<file path="src/design/ddt_pkg.sv">
// ----------------------------------------------------------------------------
// ddt_pkg: shared definitions for the delimiter depth tracker
// Character codes, configuration register indexes, field widths and the
// result and configuration write structures passed between modules.
// ----------------------------------------------------------------------------
`default_nettype none

package ddt_pkg;

  // Field widths fixed by the interface.
  localparam int CHAR_W     = 8;
  localparam int COUNT_W    = 8;
  localparam int TOTAL_W    = 11;
  localparam int HASH_W     = 32;
  localparam int MAXD_W     = 11;
  localparam int NUMN_W     = 8;
  localparam int CFG_IDX_W  = 1;
  localparam int CFG_DATA_W = 11;

  // Default saturation point of each bracket counter.
  localparam int DEPTH_LIMIT_DEF = 255;

  // Largest value the total depth field can show.
  localparam int TOTAL_MAX = 2047;

  // Reset values of the configuration registers.
  localparam logic [MAXD_W-1:0] MAXD_RST = 11'd255;
  localparam logic [NUMN_W-1:0] NUMN_RST = 8'd0;

  // Configuration register indexes.
  localparam logic [CFG_IDX_W-1:0] REG_MAX_TOTAL_DEPTH = 1'd0;
  localparam logic [CFG_IDX_W-1:0] REG_NUMBER_NESTING  = 1'd1;

  // Input action codes.
  localparam logic ACT_COMMIT      = 1'b0;
  localparam logic ACT_SPECULATIVE = 1'b1;

  // Bracket kinds, in counter order: curly, square, angle, round.
  localparam int NUM_KINDS = 4;
  localparam logic [NUM_KINDS-1:0][CHAR_W-1:0] OPEN_CHARS =
    {8'h28, 8'h3C, 8'h5B, 8'h7B};   // ( < [ {  (index 3 down to 0)
  localparam logic [NUM_KINDS-1:0][CHAR_W-1:0] CLOSE_CHARS =
    {8'h29, 8'h3E, 8'h5D, 8'h7D};   // ) > ] }
  localparam logic [CHAR_W-1:0] QUOTE_CHAR = 8'h22;

  localparam logic [HASH_W-1:0] HASH_RST = 32'd0;

  typedef struct packed {
    logic [COUNT_W-1:0] curly_count;
    logic [COUNT_W-1:0] square_count;
    logic [COUNT_W-1:0] angle_count;
    logic [COUNT_W-1:0] round_count;
    logic               in_quote;
    logic [TOTAL_W-1:0] total_depth;
    logic [HASH_W-1:0]  hash_a;
    logic [HASH_W-1:0]  hash_b;
    logic               within_limit;
  } ddt_result_t;

  typedef struct packed {
    logic                  wr;
    logic [CFG_IDX_W-1:0]  idx;
    logic [CFG_DATA_W-1:0] data;
  } ddt_cfg_wr_t;

  typedef struct packed {
    logic              action;
    logic [CHAR_W-1:0] char_code;
    logic              last;
  } ddt_item_t;

endpackage

`default_nettype wire

</file>
<file path="src/design/ddt_ctx.sv">
// ----------------------------------------------------------------------------
// ddt_ctx: nesting context and per-character update
// Holds the committed depths, quote bit, rolling hashes, the speculative
// shadow copy and the configuration registers; works out one result a beat.
// ----------------------------------------------------------------------------
`default_nettype none

module ddt_ctx #(
  parameter int DEPTH_LIMIT = ddt_pkg::DEPTH_LIMIT_DEF
) (
  input  wire                  clk,
  input  wire                  rst_n,
  input  ddt_pkg::ddt_cfg_wr_t cfg_wr,
  input  wire                  step_en,
  input  ddt_pkg::ddt_item_t   item,
  output ddt_pkg::ddt_result_t res
);
  import ddt_pkg::*;

  localparam int CW    = $clog2(DEPTH_LIMIT + 1);
  localparam int SUMB  = (CW > NUMN_W) ? CW : NUMN_W;
  localparam int TOT_W = SUMB + 3;

  typedef logic [NUM_KINDS-1:0][CW-1:0] cnt_set_t;

  cnt_set_t            cnt_r, cnt_nxt;
  logic                quote_r, quote_nxt;
  cnt_set_t            sh_cnt_r, sh_cnt_nxt;
  logic                sh_quote_r, sh_quote_nxt;
  logic                sh_act_r, sh_act_nxt;
  logic [HASH_W-1:0]   hash_a_r, hash_a_nxt;
  logic [HASH_W-1:0]   hash_b_r, hash_b_nxt;
  logic [MAXD_W-1:0]   maxd_r;
  logic [NUMN_W-1:0]   numn_r;

  cnt_set_t            base_cnt, new_cnt;
  logic                base_quote, new_quote;
  logic                is_delim;
  logic [TOT_W-1:0]    total;
  logic [HASH_W-1:0]   c_ext;

  // Speculation starts from the committed depths unless a shadow is live.
  always_comb begin
    if (item.action == ACT_SPECULATIVE && sh_act_r) begin
      base_cnt   = sh_cnt_r;
      base_quote = sh_quote_r;
    end else begin
      base_cnt   = cnt_r;
      base_quote = quote_r;
    end
  end

  // Depth rule: opening characters count up to the limit, closing ones
  // count down to zero, a double quote toggles the quote bit.
  always_comb begin
    new_cnt   = base_cnt;
    new_quote = base_quote;
    is_delim  = 1'b0;
    for (int k = 0; k < NUM_KINDS; k++) begin
      if (item.char_code == OPEN_CHARS[k]) begin
        is_delim = 1'b1;
        if (base_cnt[k] < CW'(DEPTH_LIMIT)) begin
          new_cnt[k] = base_cnt[k] + CW'(1);
        end
      end
      if (item.char_code == CLOSE_CHARS[k]) begin
        is_delim = 1'b1;
        if (base_cnt[k] != '0) begin
          new_cnt[k] = base_cnt[k] - CW'(1);
        end
      end
    end
    if (item.char_code == QUOTE_CHAR) begin
      is_delim  = 1'b1;
      new_quote = ~base_quote;
    end
  end

  assign total = TOT_W'(new_cnt[0]) + TOT_W'(new_cnt[1]) + TOT_W'(new_cnt[2])
               + TOT_W'(new_cnt[3]) + TOT_W'(new_quote) + TOT_W'(numn_r);

  assign c_ext = HASH_W'(item.char_code);

  always_comb begin
    cnt_nxt      = cnt_r;
    quote_nxt    = quote_r;
    sh_cnt_nxt   = sh_cnt_r;
    sh_quote_nxt = sh_quote_r;
    sh_act_nxt   = sh_act_r;
    hash_a_nxt   = hash_a_r;
    hash_b_nxt   = hash_b_r;
    if (step_en) begin
      if (item.action == ACT_SPECULATIVE) begin
        sh_cnt_nxt   = new_cnt;
        sh_quote_nxt = new_quote;
        sh_act_nxt   = ~item.last;
      end else begin
        cnt_nxt    = new_cnt;
        quote_nxt  = new_quote;
        sh_act_nxt = 1'b0;
        if (!is_delim) begin
          // x31 = x*32 - x, x37 = x*32 + x*4 + x
          hash_a_nxt = (hash_a_r << 5) - hash_a_r + c_ext;
          hash_b_nxt = (hash_b_r << 5) + (hash_b_r << 2) + hash_b_r + c_ext;
        end
      end
    end
  end

  always_ff @(posedge clk) begin
    if (!rst_n) begin
      cnt_r      <= '0;
      quote_r    <= 1'b0;
      sh_cnt_r   <= '0;
      sh_quote_r <= 1'b0;
      sh_act_r   <= 1'b0;
      hash_a_r   <= HASH_RST;
      hash_b_r   <= HASH_RST;
      maxd_r     <= MAXD_RST;
      numn_r     <= NUMN_RST;
    end else begin
      cnt_r      <= cnt_nxt;
      quote_r    <= quote_nxt;
      sh_cnt_r   <= sh_cnt_nxt;
      sh_quote_r <= sh_quote_nxt;
      sh_act_r   <= sh_act_nxt;
      hash_a_r   <= hash_a_nxt;
      hash_b_r   <= hash_b_nxt;
      if (cfg_wr.wr) begin
        unique case (cfg_wr.idx)
          REG_MAX_TOTAL_DEPTH: maxd_r <= cfg_wr.data[MAXD_W-1:0];
          REG_NUMBER_NESTING:  numn_r <= cfg_wr.data[NUMN_W-1:0];
          default: ;
        endcase
      end
    end
  end

  // Counts, quote, hashes: committed state; total, within_limit: new_cnt.
  always_comb begin
    res.curly_count  = COUNT_W'(cnt_nxt[0]);
    res.square_count = COUNT_W'(cnt_nxt[1]);
    res.angle_count  = COUNT_W'(cnt_nxt[2]);
    res.round_count  = COUNT_W'(cnt_nxt[3]);
    res.in_quote     = quote_nxt;
    res.hash_a       = hash_a_nxt;
    res.hash_b       = hash_b_nxt;
    res.total_depth  = (total > TOT_W'(TOTAL_MAX)) ? TOTAL_W'(TOTAL_MAX)
                                                   : total[TOTAL_W-1:0];
    res.within_limit = (total <= TOT_W'(maxd_r));
  end

  a_cnt_bound: assert property (@(posedge clk) disable iff (!rst_n)
    cnt_r[0] <= CW'(DEPTH_LIMIT) && cnt_r[1] <= CW'(DEPTH_LIMIT) &&
    cnt_r[2] <= CW'(DEPTH_LIMIT) && cnt_r[3] <= CW'(DEPTH_LIMIT))
    else $error("committed counter above its limit");

  a_commit_ends_spec: assert property (@(posedge clk) disable iff (!rst_n)
    step_en && item.action == ACT_COMMIT |=> !sh_act_r)
    else $error("shadow still live after a commit");

  a_spec_keeps_ctx: assert property (@(posedge clk) disable iff (!rst_n)
    step_en && item.action == ACT_SPECULATIVE |=>
      $stable(cnt_r) && $stable(quote_r) && $stable(hash_a_r) && $stable(hash_b_r))
    else $error("speculative character altered committed context");

endmodule

`default_nettype wire

</file>
<file path="src/design/delimiter_depth_tracker_top.sv">
// ----------------------------------------------------------------------------
// delimiter_depth_tracker_top: bracket nesting depth tracker
// Tracks four bracket depths, a quote bit and two rolling hashes over a
// character stream, with speculative checks on a shadow copy.
// ----------------------------------------------------------------------------
// Usage:
//   Input channel (in_*): one signature character a beat, with its action
//   (commit or speculative check) and an end-of-signature flag. A beat is
//   taken when in_valid is high and in_stall is low.
//   Result channel (out_*): exactly one result beat per input beat, in
//   order, taken when out_valid is high and out_stall is low.
//   Configuration (cfg_*): cfg_ready is always high; index 0 writes the
//   greatest valid total depth, index 1 the fixed number depth. Writes are
//   expected only while no character is in flight.
//   Path: a character is held in the input register, its context update is
//   worked out from there and the result is kept in the result register.
//   Throughput: one character per cycle while out_stall is low. The whole
//   context update is one pass of shallow logic between the input register
//   and the result register, so consecutive characters follow without a gap.
//   Stalls: while out_stall holds a waiting result, the character in the
//   input register is kept and in_stall rises; nothing is dropped.
//   Reset (rst_n low, synchronous): all depths, the quote bit, hashes and
//   the shadow copy clear; the limit returns to 255 and the number depth to
//   0; both pipeline registers empty.
// ----------------------------------------------------------------------------
`default_nettype none

module delimiter_depth_tracker_top #(
  parameter int DEPTH_LIMIT = ddt_pkg::DEPTH_LIMIT_DEF
) (
  input  wire                              clk,
  input  wire                              rst_n,
  // configuration write
  input  wire                              cfg_valid,
  output logic                             cfg_ready,
  input  wire  [ddt_pkg::CFG_IDX_W-1:0]    cfg_index,
  input  wire  [ddt_pkg::CFG_DATA_W-1:0]   cfg_wdata,
  // input characters
  input  wire                              in_valid,
  output logic                             in_stall,
  input  wire                              in_action,
  input  wire  [ddt_pkg::CHAR_W-1:0]       in_char_code,
  input  wire                              in_last_of_signature,
  // results
  output logic                             out_valid,
  input  wire                              out_stall,
  output logic [ddt_pkg::COUNT_W-1:0]      out_curly_count,
  output logic [ddt_pkg::COUNT_W-1:0]      out_square_count,
  output logic [ddt_pkg::COUNT_W-1:0]      out_angle_count,
  output logic [ddt_pkg::COUNT_W-1:0]      out_round_count,
  output logic                             out_in_quote,
  output logic [ddt_pkg::TOTAL_W-1:0]      out_total_depth,
  output logic [ddt_pkg::HASH_W-1:0]       out_hash_a,
  output logic [ddt_pkg::HASH_W-1:0]       out_hash_b,
  output logic                             out_within_limit
);
  import ddt_pkg::*;

  ddt_item_t   item_r, item_nxt;
  logic        item_vld_r, item_vld_nxt;
  ddt_result_t res, res_r, res_nxt;
  logic        out_vld_r, out_vld_nxt;
  logic        advance;
  ddt_cfg_wr_t cfg_wr;

  assign cfg_ready  = 1'b1;
  assign cfg_wr.wr   = cfg_valid;
  assign cfg_wr.idx  = cfg_index;
  assign cfg_wr.data = cfg_wdata;

  // The held character moves on whenever the result register is free or
  // is being emptied in this cycle.
  assign advance  = item_vld_r && (!out_vld_r || !out_stall);
  assign in_stall = item_vld_r && !advance;

  always_comb begin
    item_nxt     = item_r;
    item_vld_nxt = item_vld_r;
    if (!in_stall) begin
      item_vld_nxt       = in_valid;
      item_nxt.action    = in_action;
      item_nxt.char_code = in_char_code;
      item_nxt.last      = in_last_of_signature;
    end
  end

  always_comb begin
    res_nxt     = res_r;
    out_vld_nxt = out_vld_r;
    if (advance) begin
      res_nxt     = res;
      out_vld_nxt = 1'b1;
    end else if (!out_stall) begin
      out_vld_nxt = 1'b0;
    end
  end

  always_ff @(posedge clk) begin
    if (!rst_n) begin
      item_vld_r <= 1'b0;
      out_vld_r  <= 1'b0;
    end else begin
      item_vld_r <= item_vld_nxt;
      out_vld_r  <= out_vld_nxt;
    end
  end

  // Payload registers carry no reset.
  always_ff @(posedge clk) begin
    item_r <= item_nxt;
    res_r  <= res_nxt;
  end

  ddt_ctx #(
    .DEPTH_LIMIT (DEPTH_LIMIT)
  ) u_ctx (
    .clk     (clk),
    .rst_n   (rst_n),
    .cfg_wr  (cfg_wr),
    .step_en (advance),
    .item    (item_r),
    .res     (res)
  );

  assign out_valid        = out_vld_r;
  assign out_curly_count  = res_r.curly_count;
  assign out_square_count = res_r.square_count;
  assign out_angle_count  = res_r.angle_count;
  assign out_round_count  = res_r.round_count;
  assign out_in_quote     = res_r.in_quote;
  assign out_total_depth  = res_r.total_depth;
  assign out_hash_a       = res_r.hash_a;
  assign out_hash_b       = res_r.hash_b;
  assign out_within_limit = res_r.within_limit;

  a_stall_needs_item: assert property (@(posedge clk) disable iff (!rst_n)
    in_stall |-> item_vld_r && out_vld_r)
    else $error("input stalled with no character held");

  a_advance_fills_out: assert property (@(posedge clk) disable iff (!rst_n)
    advance |=> out_vld_r)
    else $error("advanced character produced no result");

  a_drain_empties: assert property (@(posedge clk) disable iff (!rst_n)
    !item_vld_r && out_vld_r && !out_stall |=> !out_vld_r)
    else $error("result repeated after being taken");

endmodule

`default_nettype wire
</file>
<file path="config.mk">
export PLATFORM = sky130hd
export DESIGN_NAME = delimiter_depth_tracker_top
export DESIGN_NICKNAME = d
export VERILOG_FILES = /design/src/design/ddt_pkg.sv /design/src/design/ddt_ctx.sv /design/src/design/delimiter_depth_tracker_top.sv
export SDC_FILE = /design/constraint.sdc
export NUM_CORES = 1
export LEC_CHECK = 0
export ABC_CLOCK_PERIOD_IN_PS = 8900
export BUFFER_PORTS_ARGS = -buffer_cell sky130_fd_sc_hd__buf_4
export CORE_AREA = 5 5 196 274
export DETAILED_ROUTE_END_ITERATION = 12
export DIE_AREA = 0 0 201 279
export GPL_ROUTABILITY_DRIVEN = 1
export MAX_ROUTING_LAYER = met4
export REMOVE_ABC_BUFFERS = 1
export SYNTH_ARGS = -nofsm -noshare
export SYNTH_HDL_FRONTEND = slang
export SYNTH_SLANG_ARGS = --single-unit
</file>
<file path="constraint.sdc">
create_clock -name clk -period 8.9 [get_ports clk]
set_input_delay 1.335 -clock clk [delete_from_list [all_inputs] [get_ports clk]]
set_output_delay 1.335 -clock clk [all_outputs]
set_load 0.05 [all_outputs]
</file>
======== Word level (Yosys, flattened, before mapping) ========
Cells that the tools add are included.
Widths: inputs -> output; s select.
operators by class
  add/sub/neg operators ................... 18
  $lt $le $gt $ge ......................... 6
  equality and inequality tests ........... 10
  muxes and demuxes ....................... 41
  bitwise operators ....................... 3
  reduce and logical (&&, ||, !) cells .... 14
operator list
  operator              number
  $mux 32               9
  $mux 8                16
  $add 32x32->32        2
  $add 32x8->32         2
  $eq 8x6->1 const B    5
  $add 11x8->11         3
  $add 8x1->8 const B   4
  $eq 8x7->1 const B    4
  $lt 8x8->1 const B    4
  $reduce_bool 8->1     4
  $sub 32x32->32        1
  $sub 8x1->8 const B   4
  $mux 1                16
  $add 11x1->11         1
  $gt 11x11->1 const B  1
  $le 11x11->1          1
  $add 8x8->9           1
  $reduce_and 2->1      3
  $logic_and 1x1->1     3
  $logic_not 1->1       3
  $not 1->1             3
  $ne 2x1->1 const B    1
  $logic_or 1x1->1      1
storage, ports and cells
  register bits ........................... 271
  bits of input ports ..................... 27
  output and inout port bits .............. 112
  logic and storage cells ................. 121

======== Depth between registers and ports, before layout ========
  word-level depth ........................ 13
  mapped depth ............................ 35

======== Modules after synthesis ========
Synthesis repeated with hierarchy kept, for this count alone.
second synthesis, totals
  cells, all modules ...................... 1862
  area total of the unflattened synthesis .. 17962.2 um^2
modules (own cells, without submodules)
  module                       times used  cells each  area an instance (um^2)  sequential area each (um^2)
  ddt_ctx                      1           1733        14297.5                  3002.9
  delimiter_depth_tracker_top  1           129         3664.8                   3613.5

======== Worst setup path after synthesis ========
OpenSTA, ideal clock, no wires.
  path type ............................... register -> register
  start ................................... reg item_r[9] (netlist bit)
  end ..................................... reg res_r, in the netlist out_within_limit (data pin)
  library setup time ...................... 158 ps
  arrival time ............................ 6605 ps
  slack ................................... 2137 ps
  cell stages (with the launch flop) ...... 31
  path buffers ............................ 2
  clock period less this slack ............ 6763 ps
  cells stage by stage .................... edfxtp_1 buf_6 nand2_4 buf_6 mux2i_1 ha_1 a21boi_0 a41oi_2 a21oi_1 xnor2_1 ha_1 inv_1 fa_1 xnor2_1 fa_1 inv_1 fa_1 inv_1 ha_1 a21o_1 a21oi_1 o21ai_0 a21oi_1 o21bai_1 a21oi_1 nor2b_1 o21a_1 ha_1 nand3_1 or4_1 o211ai_1
RTL lines
  what                    RTL line                            source
  from (decl)             delimiter_depth_tracker_top.sv:59   ddt_item_t item_r, item_nxt;
  from (signal assigned)  delimiter_depth_tracker_top.sv:110  item_r <= item_nxt;
  to (signal assigned)    delimiter_depth_tracker_top.sv:111  res_r <= res_nxt;
  to (decl)               delimiter_depth_tracker_top.sv:61   ddt_result_t res, res_r, res_nxt;

==> results.py <==
metrics = {
    "outcome": {
        "status": "complete, no violations",
    },
    "clocking": {
        "cts_resized": 0,
        "cts.clk_slew.worst_paths_ps": 70,
        "cts_htree_levels": 1,
        "clk_root_buffer_cell": "clkbuf_16",
        "post-cts-setup-buffer-count": 0,
        "cts-buffers-inserted": 30,
        "clock_insertion_delay_worst_skew_ps": 580,
        "cts_tree": "yes",
        "clockBufferDepth": 3,
        "cts_hold_buffers": 0,
        "tritoncts_num_sinks": 271,
    },
    "detailed_routing": {
        "vias_per_cell": 5.22,
        "route.antenna.remaining_nets": 0,
        "wire_per_inst_um": 18.8,
        "route.detailed.drc": 0,
        "routed_wirelength_um": 49800,
        "drt_pass1_iterations": 4,
        "vias": 13800,
        "first_iter_violations": 626,
    },
    "synth": {
        "netlist-cell-type-count": 92,
        "post_synth.cell_area_avg_um2": 9.46,
        "most_area_consuming_cells_after_synthesis": "edfxtp_1, dfxtp_1, ha_1",
        "yosysWarningCount": 0,
        "synth_ff_type": "dfxtp_1",
        "netlist_area_um2": 17600,
        "yosys.area.top_type": "edfxtp_1",
        "ys_seq_elements": 271,
        "synthMostInstantiatedCell": "nand2_1",
        "synthCells": 1862,
        "synth_edf_count": 119,
        "yosysSeqAreaShare": 0.376,
        "async_reset_ff_frac": 0,
        "synth.cells.most_frequent": "nand2_1, ha_1, dfxtp_1",
        "synthDominantCellAreaShare": 0.203,
    },
    "sta": {
        "post-route-worst-setup-slack_ps": 1250,
        "worst_pin_slew_ps": 1100,
        "final.setup.tns_ps": 0,
        "report.final.setup_viol": 0,
        "max_slew_margin": 0.263,
        "clock-skew-final_ps": 14.8,
        "grt_setup_unrepaired": "false",
        "hold_viol_final": 0,
        "final.min_clock_period_ps": 7650,
        "max_freq_ghz": 0.131,
        "final-max-slew-violation-count": 0,
        "final_min_period_over_clock_period": 0.860,
    },
    "placed_design": {
        "place_hpwl_um": 38100,
        "pre_cts_ws_ps": 1300,
        "place.detailed.instances": 2589,
        "final_replace_weighted_congestion": 0.937,
        "numPortBuffers": 137,
    },
    "die": {
        "core_region_area_um2": 50900,
        "die_area_um2": 56100,
        "floorplan.initialDensity": 0.346,
        "die_h_um": 279,
        "design.portCount": 139,
        "die-width_um": 201,
        "rows": 98,
    },
    "finish": {
        "seq_cell_area_um2": 6620,
        "area_of_the_multi_input_gates_um2": 10200,
        "layoutNonFillerInstCount": 2644,
        "fillCellCount": 5038,
        "n_antenna_cell": 0,
        "finalCoreUtilization": 0.398,
        "area.growth.synth_to_final_pct": 15.0,
        "drive_gt1_frac": 0.130,
        "final_nets": 2207,
    },
    "worst_setup_path": {
        "worstSetupStartpointType": "register",
        "timing.setup.critical_path_class": "register to register",
        "cp_data_arrival_time_ps": 8060,
        "path_delay_family": "adder cells",
        "critical_path.max_stage_delay_ps": 590,
        "worst-path-max-fanout": 12,
        "timing.critical_path.to_type": "register",
        "worst_path_max_delay_cell": "and2_1",
        "cp.buffers_inverters": 4,
        "critical_path_required_ps": 9310,
    },
    "global_routing": {
        "globalRoute.totalOverflow": 0,
        "global_route.usage.met3": 0.0208,
        "grt_antenna_before_repair": 0,
        "grt_first_pass_wirelength_um": 79000,
        "grt_pass1_vias": 14200,
        "use_met2": 0.328,
        "gr-usage-met1": 0.206,
        "gr-max-usage-layer": "met2",
        "grt_start_max_net_pins": 69,
        "grt_util_all_layers": 0.178,
    },
    "power_and_ir_drop": {
        "power.leakage_nw": 9.03,
        "power.combinational.fraction": 0.275,
        "power_dissipated_by_switching_net_loads_mw": 1.24,
        "p_sw_frac": 0.331,
        "clock_power_share": 0.345,
        "internal_power_mw": 2.50,
        "worst_ir_drop_vdd_v": 0.000161,
        "power.share.sequential": 0.380,
        "power_density_cells_nw_per_um2": 184,
    },
    "worst_hold_path": {
        "holdCritPathClass": "register to register",
    },
    "flow_run": {
        "cap_viol_max_count": 0,
    },
}
cell families (layout without fill, tap and decap cells):
family | Yosys count | in the layout | synth area share
compound gates | 423 | 423 | 0.156
xor+xnor | 105 | 105 | 0.0526
fa+ha+maj | 209 | 209 | 0.172
buf+inv | 203 | 335 | 0.0457
flops | 271 | 271 | 0.376
mux | 54 | 54 | 0.0319
other cells | 1 | 1 | 0.000213
simple gates | 596 | 596 | 0.166
flip-flops by register name, indices dropped and copies added (netlist names):
register          flops
u_ctx.sh_quote_r      1
u_ctx.hash_a_r       32
out_square_count      8
out_round_count       8
item_vld_r            1
u_ctx.cnt_r          32
out_valid             1
u_ctx.hash_b_r       32
out_curly_count       8
u_ctx.sh_cnt_r       32
out_angle_count       8
out_total_depth      11
out_hash_a           32
out_in_quote          1
item_r               10
u_ctx.maxd_r         11
u_ctx.quote_r         1
out_within_limit      1
u_ctx.numn_r          8
u_ctx.sh_act_r        1
out_hash_b           32
layout make-up:
type | count | share of cell area
Sequential cell | 271 | 0.326
Inverter | 130 | 0.0242
Tap cell | 650 | 0.0401
Multi-Input combinational cell | 1388 | 0.504
Clock buffer | 37 | 0.0399
Clock inverter | 18 | 0.00982
Timing Repair Buffer | 150 | 0.0556
path summary, 6_finish.rpt:
check                                                   start                            end  slack [ps]  depth (start not counted)
worst min register to register  u_ctx.maxd_r[10]$_SDFFE_PN0P_  u_ctx.maxd_r[10]$_SDFFE_PN0P_         460                          2
worst min-delay path            u_ctx.maxd_r[10]$_SDFFE_PN0P_  u_ctx.maxd_r[10]$_SDFFE_PN0P_         460                          2
worst max register to register            item_r[9]$_DFFE_PN_     out_within_limit$_DFFE_PP_        1250                         30
worst max-delay path                      item_r[9]$_DFFE_PN_     out_within_limit$_DFFE_PP_        1250                         30
worst reg2reg max path, delay by kind of cell (launching register included):
| family | cells | cell delay, ps |
|---|---|---|
| adders and majority gates | 7 | 2560 |
| AOI/OAI and AO/OA | 11 | 2200 |
| and+or+nand+nor | 6 | 1460 |
| xor gates and xnor gates | 2 | 510 |
| DFF | 1 | 490 |
| buffers and inverters | 4 | 250 |
cells in the final DEF (no fill, tap or decap), types with 7 or more instances in the layout:
master	count
a211oi_1	20
a21boi_0	7
a21o_1	33
a21oi_1	130
a31oi_1	18
and2_1	83
and3_1	19
and4_1	11
buf_4	150
clkbuf_16	31
dfxtp_1	152
edfxtp_1	119
fa_1	55
ha_1	154
inv_1	127
mux2_2	14
mux2i_1	39
nand2_1	228
nand2b_1	9
nand3_1	45
nand4_1	16
nor2_1	102
nor2b_1	7
nor3_1	22
o211ai_1	14
o21a_1	18
o21ai_0	91
o21bai_1	17
o31ai_1	7
or4_1	10
xnor2_1	67
xor2_1	37
metrics by stage:
step                hold WS (ps)  area (um^2)  power [mW]
global placement             445        19300        2.46
floorplan                    436        17300        2.20
finish                       457        20300        3.73
detailed placement           451        19300        2.47
global route                 487        20300        3.95
CTS                          459        20300        3.79
layer usage:
| metal | part of all wire | wire length [um] | up-vias |
|---|---|---|---|
| li1 | - | - | 6801 |
| met1 | 0.41 | 20600 | 6622 |
| met2 | 0.52 | 26100 | 302 |
| met3 | 0.038 | 1880 | 74 |
| met4 | 0.023 | 1160 | 0 |
| met5 | 0 | 0 | - |
power by group through the flow:
stage                     clock network (mW)  logic [mW]  registers, mW
final                                   1.29        1.03           1.42
after global routing                    1.39        1.14           1.43
after CTS                               1.33        1.03           1.42
after detailed placement                   0        1.02           1.45
after global placement                     0        1.02           1.45
after floorplan                            0       0.662           1.53
Power figures use the tool's default switching activity.
